==> config.mk <==
export PLATFORM = sky130hd
export DESIGN_NAME = keyed_record_table
export DESIGN_NICKNAME = d
export VERILOG_FILES = /design/src/hw/rtl/krt_pkg.sv /design/src/hw/rtl/keyed_record_table.sv /design/src/hw/rtl/krt_store.sv /design/src/hw/rtl/krt_seq.sv
export SDC_FILE = /design/constraint.sdc
export NUM_CORES = 2
export LEC_CHECK = 0
export BUFFER_PORTS_ARGS = -buffer_cell sky130_fd_sc_hd__buf_2
export CAP_MARGIN = 20
export CORE_ASPECT_RATIO = 0.6
export CORE_MARGIN = 2
export CORE_UTILIZATION = 24
export DETAILED_ROUTE_END_ITERATION = 10
export PLACE_DENSITY = 0.33
export SLEW_MARGIN = 20
export SYNTH_ARGS = -nofsm -noshare
export SYNTH_HDL_FRONTEND = slang
export SYNTH_HIERARCHICAL = 1
export SYNTH_SLANG_ARGS = --single-unit
==> constraint.sdc <==
create_clock -name i_clk -period 12.99 [get_ports i_clk]
set_input_delay 3.897 -clock i_clk [delete_from_list [all_inputs] [get_ports i_clk]]
set_output_delay 3.897 -clock i_clk [all_outputs]
set_load 0.1 [all_outputs]
==> src/hw/rtl/krt_pkg.sv <==
// ----------------------------------------------------------------------------
// krt_pkg: shared types and codes of the keyed record table
// Command and status codes, the record layout and the result bundle that
// the sequencer hands to the output register.
// ----------------------------------------------------------------------------
package krt_pkg;

    // Default table depth.
    localparam int DEF_ENTRIES = 64;

    // Field widths.
    localparam int ID_W    = 16;
    localparam int TEAM_W  = 8;
    localparam int GOAL_W  = 8;
    localparam int COUNT_W = 7;

    // Largest id; the counter saturates here.
    localparam logic [ID_W-1:0] ID_MAX = '1;

    // Command codes.
    localparam logic [2:0] CMD_INSERT = 3'd0;
    localparam logic [2:0] CMD_LOAD   = 3'd1;
    localparam logic [2:0] CMD_LOOKUP = 3'd2;
    localparam logic [2:0] CMD_UPDATE = 3'd3;
    localparam logic [2:0] CMD_REMOVE = 3'd4;

    // Status codes.
    localparam logic [1:0] STAT_OK   = 2'd0;
    localparam logic [1:0] STAT_MISS = 2'd1;
    localparam logic [1:0] STAT_FULL = 2'd2;

    // One stored record.
    typedef struct packed {
        logic [ID_W-1:0]   id;
        logic [TEAM_W-1:0] team_a;
        logic [TEAM_W-1:0] team_b;
        logic [GOAL_W-1:0] goals_a;
        logic [GOAL_W-1:0] goals_b;
    } t_rec;

    // One finished result item.
    typedef struct packed {
        logic [1:0]         status;
        t_rec               rec;
        logic [COUNT_W-1:0] entry_count;
        logic [ID_W-1:0]    next_free_id;
    } t_result;

endpackage

==> src/hw/rtl/keyed_record_table.sv <==
// Insert, load and unknown commands go from idle straight to the result state.
// Lookup, update and remove search with one id compare per cycle from the newest record.
// Remove then moves each newer record down one slot, none when the newest one goes.
// Throughput: one item at a time; stall stays high until the result enters the output register.
// Reset clears the record count and the id counter; records are undefined until written.
// ----------------------------------------------------------------------------
// keyed_record_table: table of records keyed by id
// Insert, load, lookup, update and remove on up to ENTRIES records, with a
// registered result item toward the consumer.
// ----------------------------------------------------------------------------
module keyed_record_table #(
    parameter int ENTRIES = krt_pkg::DEF_ENTRIES
) (
    input  logic              i_clk,
    input  logic              i_rst_n,
    // Input items
    input  logic              i_valid,
    output logic              o_stall,
    input  logic [2:0]        i_cmd,
    input  logic [15:0]       i_match_id,
    input  logic [7:0]        i_team_a,
    input  logic [7:0]        i_team_b,
    input  logic signed [8:0] i_goals_a,
    input  logic signed [8:0] i_goals_b,
    // Result items
    output logic              o_valid,
    input  logic              i_stall,
    output logic [1:0]        o_status,
    output logic [15:0]       o_out_id,
    output logic [7:0]        o_out_team_a,
    output logic [7:0]        o_out_team_b,
    output logic [7:0]        o_out_goals_a,
    output logic [7:0]        o_out_goals_b,
    output logic [6:0]        o_entry_count,
    output logic [15:0]       o_next_free_id
);
    import krt_pkg::*;

    localparam int AW = $clog2(ENTRIES);

    logic          wr_en;
    logic [AW-1:0] wr_addr;
    t_rec          wr_data;
    logic          rd_en;
    logic [AW-1:0] rd_addr;
    t_rec          rd_data;
    logic          res_valid;
    logic          res_take;
    t_result       res;

    logic          r_ov;
    t_result       r_out;

    // Record memory.
    krt_store #(
        .ENTRIES (ENTRIES)
    ) u_store (
        .i_clk     (i_clk),
        .i_wr_en   (wr_en),
        .i_wr_addr (wr_addr),
        .i_wr_data (wr_data),
        .i_rd_en   (rd_en),
        .i_rd_addr (rd_addr),
        .o_rd_data (rd_data)
    );

    // Command sequencer.
    krt_seq #(
        .ENTRIES (ENTRIES)
    ) u_seq (
        .i_clk       (i_clk),
        .i_rst_n     (i_rst_n),
        .i_valid     (i_valid),
        .o_stall     (o_stall),
        .i_cmd       (i_cmd),
        .i_match_id  (i_match_id),
        .i_team_a    (i_team_a),
        .i_team_b    (i_team_b),
        .i_goals_a   (i_goals_a),
        .i_goals_b   (i_goals_b),
        .o_res_valid (res_valid),
        .i_res_take  (res_take),
        .o_res       (res),
        .o_wr_en     (wr_en),
        .o_wr_addr   (wr_addr),
        .o_wr_data   (wr_data),
        .o_rd_en     (rd_en),
        .o_rd_addr   (rd_addr),
        .i_rd_data   (rd_data)
    );

    // The output register takes a result when empty or being emptied.
    assign res_take = res_valid && (!r_ov || !i_stall);

    always_ff @(posedge i_clk) begin
        if (!i_rst_n) begin
            r_ov <= 1'b0;
        end else if (res_take) begin
            r_ov <= 1'b1;
        end else if (!i_stall) begin
            r_ov <= 1'b0;
        end
    end

    always_ff @(posedge i_clk) begin
        if (res_take) begin
            r_out <= res;
        end
    end

    assign o_valid        = r_ov;
    assign o_status       = r_out.status;
    assign o_out_id       = r_out.rec.id;
    assign o_out_team_a   = r_out.rec.team_a;
    assign o_out_team_b   = r_out.rec.team_b;
    assign o_out_goals_a  = r_out.rec.goals_a;
    assign o_out_goals_b  = r_out.rec.goals_b;
    assign o_entry_count  = r_out.entry_count;
    assign o_next_free_id = r_out.next_free_id;

endmodule

==> src/hw/rtl/krt_store.sv <==
// ----------------------------------------------------------------------------
// krt_store: record memory
// One write port and one read port with registered read data.
// ----------------------------------------------------------------------------
module krt_store #(
    parameter int ENTRIES = krt_pkg::DEF_ENTRIES
) (
    input  logic                       i_clk,
    input  logic                       i_wr_en,
    input  logic [$clog2(ENTRIES)-1:0] i_wr_addr,
    input  krt_pkg::t_rec              i_wr_data,
    input  logic                       i_rd_en,
    input  logic [$clog2(ENTRIES)-1:0] i_rd_addr,
    output krt_pkg::t_rec              o_rd_data
);
    import krt_pkg::*;

    t_rec r_mem [ENTRIES];
    t_rec r_rd_data;

    // Write port.
    always_ff @(posedge i_clk) begin
        if (i_wr_en) begin
            r_mem[i_wr_addr] <= i_wr_data;
        end
    end

    // Read port; the data holds while no read is issued.
    always_ff @(posedge i_clk) begin
        if (i_rd_en) begin
            r_rd_data <= r_mem[i_rd_addr];
        end
    end

    assign o_rd_data = r_rd_data;

endmodule

==> src/hw/rtl/krt_seq.sv <==
// ----------------------------------------------------------------------------
// krt_seq: command sequencer
// Appends records, walks the table from newest to oldest with one id
// compare per cycle, rewrites goal counts and closes the gap after removal.
// ----------------------------------------------------------------------------
module krt_seq #(
    parameter int ENTRIES = krt_pkg::DEF_ENTRIES
) (
    input  logic                       i_clk,
    input  logic                       i_rst_n,
    // Input items
    input  logic                       i_valid,
    output logic                       o_stall,
    input  logic [2:0]                 i_cmd,
    input  logic [15:0]                i_match_id,
    input  logic [7:0]                 i_team_a,
    input  logic [7:0]                 i_team_b,
    input  logic signed [8:0]          i_goals_a,
    input  logic signed [8:0]          i_goals_b,
    // Finished result toward the output register
    output logic                       o_res_valid,
    input  logic                       i_res_take,
    output krt_pkg::t_result           o_res,
    // Record memory
    output logic                       o_wr_en,
    output logic [$clog2(ENTRIES)-1:0] o_wr_addr,
    output krt_pkg::t_rec              o_wr_data,
    output logic                       o_rd_en,
    output logic [$clog2(ENTRIES)-1:0] o_rd_addr,
    input  krt_pkg::t_rec              i_rd_data
);
    import krt_pkg::*;

    localparam int AW = $clog2(ENTRIES);
    localparam int CW = $clog2(ENTRIES + 1);
    localparam logic [CW-1:0] FULL = CW'(ENTRIES);

    // Sequencer states.
    localparam logic [1:0] ST_IDLE  = 2'd0;
    localparam logic [1:0] ST_SRCH  = 2'd1;
    localparam logic [1:0] ST_SHIFT = 2'd2;
    localparam logic [1:0] ST_RESP  = 2'd3;

    logic [1:0]        r_state, n_state;
    logic [2:0]        r_cmd, n_cmd;
    logic [ID_W-1:0]   r_mid, n_mid;
    logic signed [8:0] r_ga, n_ga;
    logic signed [8:0] r_gb, n_gb;
    logic [CW-1:0]     r_held, n_held;
    logic [ID_W-1:0]   r_cnt, n_cnt;
    logic [CW-1:0]     r_idx, n_idx;
    logic              r_cv, n_cv;
    logic [AW-1:0]     r_slot, n_slot;
    logic [CW-1:0]     r_src, n_src;
    logic              r_wv, n_wv;
    logic [AW-1:0]     r_dst, n_dst;
    logic [1:0]        r_status, n_status;
    t_rec              r_rec, n_rec;

    logic [CW-1:0]      idx_m1;
    logic [AW-1:0]      src_m1;
    logic [ID_W-1:0]    new_id;
    t_rec               new_rec;
    t_rec               upd_rec;
    logic [COUNT_W-1:0] count_out;

    assign idx_m1 = r_idx - 1'b1;
    assign src_m1 = r_src[AW-1:0] - 1'b1;

    // Record built from the input item for insert and load.
    always_comb begin
        new_id          = (i_cmd == CMD_INSERT) ? r_cnt : i_match_id;
        new_rec.id      = new_id;
        new_rec.team_a  = i_team_a;
        new_rec.team_b  = i_team_b;
        new_rec.goals_a = i_goals_a[8] ? '0 : i_goals_a[7:0];
        new_rec.goals_b = i_goals_b[8] ? '0 : i_goals_b[7:0];
    end

    // Record read back with the requested goal counts applied.
    always_comb begin
        upd_rec = i_rd_data;
        if (!r_ga[8]) begin
            upd_rec.goals_a = r_ga[7:0];
        end
        if (!r_gb[8]) begin
            upd_rec.goals_b = r_gb[7:0];
        end
    end

    // Next state and memory control.
    always_comb begin
        n_state   = r_state;
        n_cmd     = r_cmd;
        n_mid     = r_mid;
        n_ga      = r_ga;
        n_gb      = r_gb;
        n_held    = r_held;
        n_cnt     = r_cnt;
        n_idx     = r_idx;
        n_cv      = r_cv;
        n_slot    = r_slot;
        n_src     = r_src;
        n_wv      = r_wv;
        n_dst     = r_dst;
        n_status  = r_status;
        n_rec     = r_rec;
        o_wr_en   = 1'b0;
        o_wr_addr = r_held[AW-1:0];
        o_wr_data = new_rec;
        o_rd_en   = 1'b0;
        o_rd_addr = idx_m1[AW-1:0];

        case (r_state)
            ST_IDLE: begin
                if (i_valid) begin
                    n_cmd    = i_cmd;
                    n_mid    = i_match_id;
                    n_ga     = i_goals_a;
                    n_gb     = i_goals_b;
                    n_status = STAT_OK;
                    n_rec    = '0;
                    case (i_cmd)
                        CMD_INSERT, CMD_LOAD: begin
                            if (r_held == FULL ||
                                (i_cmd == CMD_INSERT && r_cnt == ID_MAX)) begin
                                n_status = STAT_FULL;
                            end else begin
                                // Append at the top of the table.
                                o_wr_en = 1'b1;
                                n_held  = r_held + 1'b1;
                                n_rec   = new_rec;
                                if (new_id >= r_cnt) begin
                                    n_cnt = (new_id == ID_MAX) ? ID_MAX : new_id + 1'b1;
                                end
                            end
                            n_state = ST_RESP;
                        end
                        CMD_LOOKUP, CMD_UPDATE, CMD_REMOVE: begin
                            n_idx   = r_held;
                            n_cv    = 1'b0;
                            n_state = ST_SRCH;
                        end
                        default: begin
                            n_state = ST_RESP;
                        end
                    endcase
                end
            end

            ST_SRCH: begin
                if (r_cv && i_rd_data.id == r_mid) begin
                    // Newest record with this id found.
                    n_rec = i_rd_data;
                    if (r_cmd == CMD_UPDATE) begin
                        o_wr_en   = 1'b1;
                        o_wr_addr = r_slot;
                        o_wr_data = upd_rec;
                        n_rec     = upd_rec;
                    end
                    if (r_cmd == CMD_REMOVE) begin
                        n_src   = CW'(r_slot) + 1'b1;
                        n_wv    = 1'b0;
                        n_state = ST_SHIFT;
                    end else begin
                        n_state = ST_RESP;
                    end
                end else if (!r_cv && r_idx == '0) begin
                    n_status = STAT_MISS;
                    n_state  = ST_RESP;
                end else if (r_idx != '0) begin
                    // Issue the next older slot; it is compared once its registered read data returns.
                    o_rd_en = 1'b1;
                    n_slot  = idx_m1[AW-1:0];
                    n_cv    = 1'b1;
                    n_idx   = idx_m1;
                end else begin
                    n_cv = 1'b0;
                end
            end

            ST_SHIFT: begin
                // Move each newer record down one slot.
                if (r_wv) begin
                    o_wr_en   = 1'b1;
                    o_wr_addr = r_dst;
                    o_wr_data = i_rd_data;
                end
                if (r_src < r_held) begin
                    o_rd_en   = 1'b1;
                    o_rd_addr = r_src[AW-1:0];
                    n_dst     = src_m1;
                    n_wv      = 1'b1;
                    n_src     = r_src + 1'b1;
                end else begin
                    n_wv = 1'b0;
                    if (!r_wv) begin
                        n_held  = r_held - 1'b1;
                        n_state = ST_RESP;
                    end
                end
            end

            ST_RESP: begin
                if (i_res_take) begin
                    n_state = ST_IDLE;
                end
            end

            default: begin
                n_state = ST_IDLE;
            end
        endcase
    end

    // Control state.
    always_ff @(posedge i_clk) begin
        if (!i_rst_n) begin
            r_state <= ST_IDLE;
            r_held  <= '0;
            r_cnt   <= '0;
            r_cv    <= 1'b0;
            r_wv    <= 1'b0;
        end else begin
            r_state <= n_state;
            r_held  <= n_held;
            r_cnt   <= n_cnt;
            r_cv    <= n_cv;
            r_wv    <= n_wv;
        end
    end

    // Working registers of the current item.
    always_ff @(posedge i_clk) begin
        r_cmd    <= n_cmd;
        r_mid    <= n_mid;
        r_ga     <= n_ga;
        r_gb     <= n_gb;
        r_idx    <= n_idx;
        r_slot   <= n_slot;
        r_src    <= n_src;
        r_dst    <= n_dst;
        r_status <= n_status;
        r_rec    <= n_rec;
    end

    // Record count as reported: low bits only, or zero-extended when narrower.
    generate
        if (CW >= COUNT_W) begin : g_cnt_trunc
            assign count_out = r_held[COUNT_W-1:0];
        end else begin : g_cnt_ext
            assign count_out = {{(COUNT_W - CW){1'b0}}, r_held};
        end
    endgenerate

    assign o_stall             = (r_state != ST_IDLE);
    assign o_res_valid         = (r_state == ST_RESP);
    assign o_res.status        = r_status;
    assign o_res.rec           = r_rec;
    assign o_res.entry_count   = count_out;
    assign o_res.next_free_id  = r_cnt;

endmodule

### Word level (Yosys, flattened, before mapping)

Memory sizes are Yosys's and may differ from the RTL's. A register that Yosys moved wholly into a read port is not among the register bits.
Cells that the tools add are included.
Widths: inputs -> output; s select.

* memory bits (read-only): 0
* RAM bits: 3072
* memories: 1
* bits in latches: 0
* flip-flop bits (word level): 214

Memory list
* u_store.r_mem: words 64, width 48, rd ports 1, clocked after Yosys merged registers in 1, wr ports 1, line krt_store.sv:18 `t_rec r_mem [ENTRIES];`

* equal/unequal tests: 29
* bitwise operators: 3
* magnitude comparators: 2
* muxes and demuxes: 77
* multipliers: 0
* $add $sub $neg: 7
* shifts and indexed selects: 0
* reduce and logical (&&, ||, !) cells: 31
* div/mod/pow operators: 0

Operator list (number)
* $mux 48: 7
* $pmux 48 s2: 2
* $mux 7: 13
* $mux 16: 3
* $pmux 7 s2: 3
* $eq 16x16->1 const B: 2
* $mux 8: 4
* $mux 6: 5
* $mux 2: 12
* $mux 1: 21
* $add 16x1->16 const B: 1
* $eq 16x16->1: 1
* $ge 16x16->1: 1
* $ne 2x2->1 const B: 8
* $reduce_and 5->1: 3
* $add 7x1->7 const B: 2
* $ne 2x1->1 const B: 7
* $sub 7x1->7 const B: 2
* $pmux 6 s2: 1
* $reduce_and 4->1: 3
* $reduce_and 6->1: 2
* $eq 3x2->1 const B: 3
* $pmux 2 s4: 1
* $reduce_bool 2->1: 4
* 24 further kinds: 38

### Logic depth before layout (Yosys ltp)

* depth after elaboration: 9
* depth in mapped cells: 18
* gate-level depth less buffers: 12

### By module

The synthesis kept the hierarchy.

By module, submodules not included
* krt_store: cells an instance 5247, sequential area each 93689.9 µm², instances 1, area each 118671.3 µm²
* krt_seq: cells an instance 832, sequential area each 3933.8 µm², instances 1, area each 8692.1 µm²
* keyed_record_table: cells an instance 77, sequential area each 2212.1 µm², instances 1, area each 2230.9 µm²

### Least setup slack after synthesis

OpenSTA, ideal clock, no wires.

* kind: input to register
* from: in i_valid
* to: mem u_store/r_mem[48][0] (netlist bit), enable pin
* slack: 2.823 ns
* stages: 8
* arrival time: 9.655 ns
* data required time: 12.477 ns
* cells stage by stage: and2_0 > and3_1 > buf_6 > buf_6 > nor3_2 > nor2_1 > nand2_1 > nor3_1

* longest elaborated chain between the ends: 4

Ends and longest elaborated chain
* start: declaration: line keyed_record_table.sv:17 `input logic i_valid,`
* $mux 1: line krt_seq.sv:116 `if (i_valid) begin`
* $pmux 1 s3: line krt_seq.sv:114 `case (r_state)`
* named net wr_en: line keyed_record_table.sv:41 `logic wr_en;`
* $mux 1: line krt_store.sv:23 `if (i_wr_en) begin`
* $mux 1 (implied by the code): line krt_store.sv:24 `r_mem[i_wr_addr] <= i_wr_data;`
* end: declaration: line krt_store.sv:18

The timed path passes the listed nets, and every way through them passes these cells.

### Final worst setup path

* from: in i_valid
* to: mem u_store/r_mem[26][40] (netlist bit), enable pin

Same word-level chain as after synthesis.

==> results.ini <==
[route]
drt_pass1_iterations = 5
drt_wl_total_um = 515000
drcViolationCount = 0
dr.first_iter.drc_count = 9798
wl_per_cell_um = 36.8
viasPerCell = 4.85
antenna_left = 0
num_vias = 67700

[sta]
setup_viol_count_final = 0
tightest_slew_ps = 1240
rsz0062_at_grt = false
slew_violations = 0
relSlewSlack = 0.169
fin_tns_setup_ps = 0
fin_crit_ps = 8510
skew_ps = 85.8
finalCritPeriodShare = 0.655
clock.fmax_mhz = 117
worst_slack_ps = 4480
finalHoldViolations = 0

[die]
die_y_um = 573
dieWidth_um = 953
io_pins = 132
initial_utilization = 0.242
num_rows = 208
design.core.area_mm2 = 0.536
fp.dieArea_mm2 = 0.546

[placement]
dp_hpwl_um = 339000
dp_cells = 13400
io_buffer_count = 131
place_ws_ps = 3590
place_congestion = 0.805

[cts]
htree_levels = 5
cts_tree = built
post_cts_buffers = 0
cts_buffers = 338
clock_latency_ps = 940
path_clk_slew_ps = 60
post_cts_resized = 0
clockBufferDepth = 4
cts_hold_buf = 0
cts.sinks = 3334
root_buffer = clkbuf_16

[critical_path]
critPathKind = in -> reg
worstSetupEndpointType = flip-flop
setup.worst_path.start_class = input pin
crit_fanout = 41
cp_data_required_time_ps = 13550
arrival_ps = 9070

[flow_run]
drv_cap = 0

[layout]
drive_gt1_frac = 0.269
area_growth_pct = 16.6
layout_commonest_cell = edfxtp_1
mostFrequentLayoutCells = edfxtp_1 (3306), mux4_2 (672), clkbuf_16 (347), buf_4 (269), mux2i_1 (225)
fin_nets = 6646
layoutNonFillerInstCount = 14000

[min_path]
hold_class = reg -> reg

[logic_synthesis]
syn_inst = 6156
yosys_warnings = 6
ys_ff_latch = 3334
syn_avg_cell_area_um2 = 21.1
synth_edf_count = 3306
synth-async-reset-ratio = 0
syn_area_mm2 = 0.130
ys_types = 84
synth.net_count = 6251
ys.flop_type = edfxtp_1
seq_area_frac_synth = 0.770

[global_routing]
grt_overflow = 0
grt_max_degree = 71
antenna_found_initial = 113
grt_pass1_vias = 65800
grt_pass1_wl_um = 671000
grt_usage = 0.183

[power]
p_leak_nw = 46.6
peakVddDrop_mv = 0.185
power_mw = 37.0
power.density_mw_per_mm2 = 245

[status]
outcome = completed

[logic make-up after synthesis]
group | count (synthesis) | share of synthesized area
mux | 995 | 0.143
xor+xnor | 41 | 0.00277
flops | 3334 | 0.770
fa+ha+maj | 38 | 0.00373
simple gates | 656 | 0.0247
compound gates | 672 | 0.0385
buf+inv | 420 | 0.0171
[cell usage after synthesis (17+ instances only)]
cell type	number	area share
nand3_1	119	0.0046
edfxtp_1	3306	0.77
a311o_1	17	0.0013
buf_6	23	0.0020
nor2_1	146	0.0042
o211ai_1	20	0.0012
nand4_1	72	0.0035
and3_1	26	0.0013
mux2i_1	225	0.017
nor2b_1	29	0.0014
ha_1	37	0.0036
mux4_2	672	0.12
o22ai_1	142	0.0069
buf_4	28	0.0016
o21ai_0	64	0.0025
nor3_1	18	0.00070
a22oi_1	80	0.0046
dfxtp_1	28	0.0043
nand2_1	175	0.0051
a22o_1	64	0.0043
xor2_1	25	0.0017
mux2_2	97	0.0084
buf_1	18	0.00052
clkbuf_1	157	0.0045
a211oi_1	44	0.0025
buf_2	117	0.0045
o221ai_1	39	0.0026
inv_1	60	0.0017
o22a_1	17	0.0011
a21oi_1	61	0.0024
a221o_1	28	0.0022
[critical path, cell delays in order]
cell and delay [ps]:
buf_2 90, and2_2 130, buf_4 610, and3_1 1000, nor3_2 70, nor2_2 650
nand3_1 840, nor2_4 1040, buf_4 620
[layout make-up]
type	count	area (um^2)
repair buffers	414	2940
inverters	61	229
fillers	52800	385000
flip-flops and latches	3334	99800
well taps	7140	8930
clock buffers	420	8990
multi-input cells	2402	28900
clock inverters	171	1220
diodes	33	82.6
[flip-flops by register name, summed over array words and instances, names as in the netlist, 9 cells and up]
register	cells
u_seq/r_ga	9
o_next_free_id	16
u_seq/r_gb	9
u_seq/r_cnt	16
u_store/o_rd_data	48
u_seq/r_mid	16
u_seq/o_res	48
u_store/r_mem	3072
o_out_id	16
[metrics by stage]
stage          utilization  hold slack (ps)  instance area [um^2]
4_1_cts              0.281              421                151000
6_report             0.282              419                151000
3_3_place_gp         0.262              404                141000
3_5_place_dp         0.262              405                141000
5_1_grt              0.282              426                151000
2_1_floorplan            -              400                130000
[worst paths after layout]
path,start,to,slack [ps],cells past startpoint
worst max-delay path,i_valid,u_store/r_mem[26][40],4480,9
worst min-delay path,u_seq/o_res[60],o_out_id[5],420,0
worst max register to register,u_seq/count_out[1],u_store/o_rd_data[10],5830,14
worst min register to register,u_seq/o_res[60],o_out_id[5],420,0
[per-layer routing]
| metal | vias up | share of wire | GRT usage |
|---|---|---|---|
| li1 | 26800 | - | - |
| met1 | 37900 | 0.51 | 0.301 |
| met2 | 2655 | 0.40 | 0.246 |
| met3 | 439 | 0.082 | 0.0417 |
| met4 | 8 | 0.012 | 0.0222 |
| met5 | - | 0.00011 | 0 |
[power breakdown]
part / switching [mW] / leakage, nW / total [mW] / internal (mW)
sequential: 0.151 / 30.3 / 13.4 / 13.3
clock: 4.31 / 5.01 / 9.51 / 5.19
combinational: 10.4 / 11.3 / 14.1 / 3.68
total: 14.8 / 46.6 / 37.0 / 22.2
No activity file was read; power rests on OpenSTA's default activity.
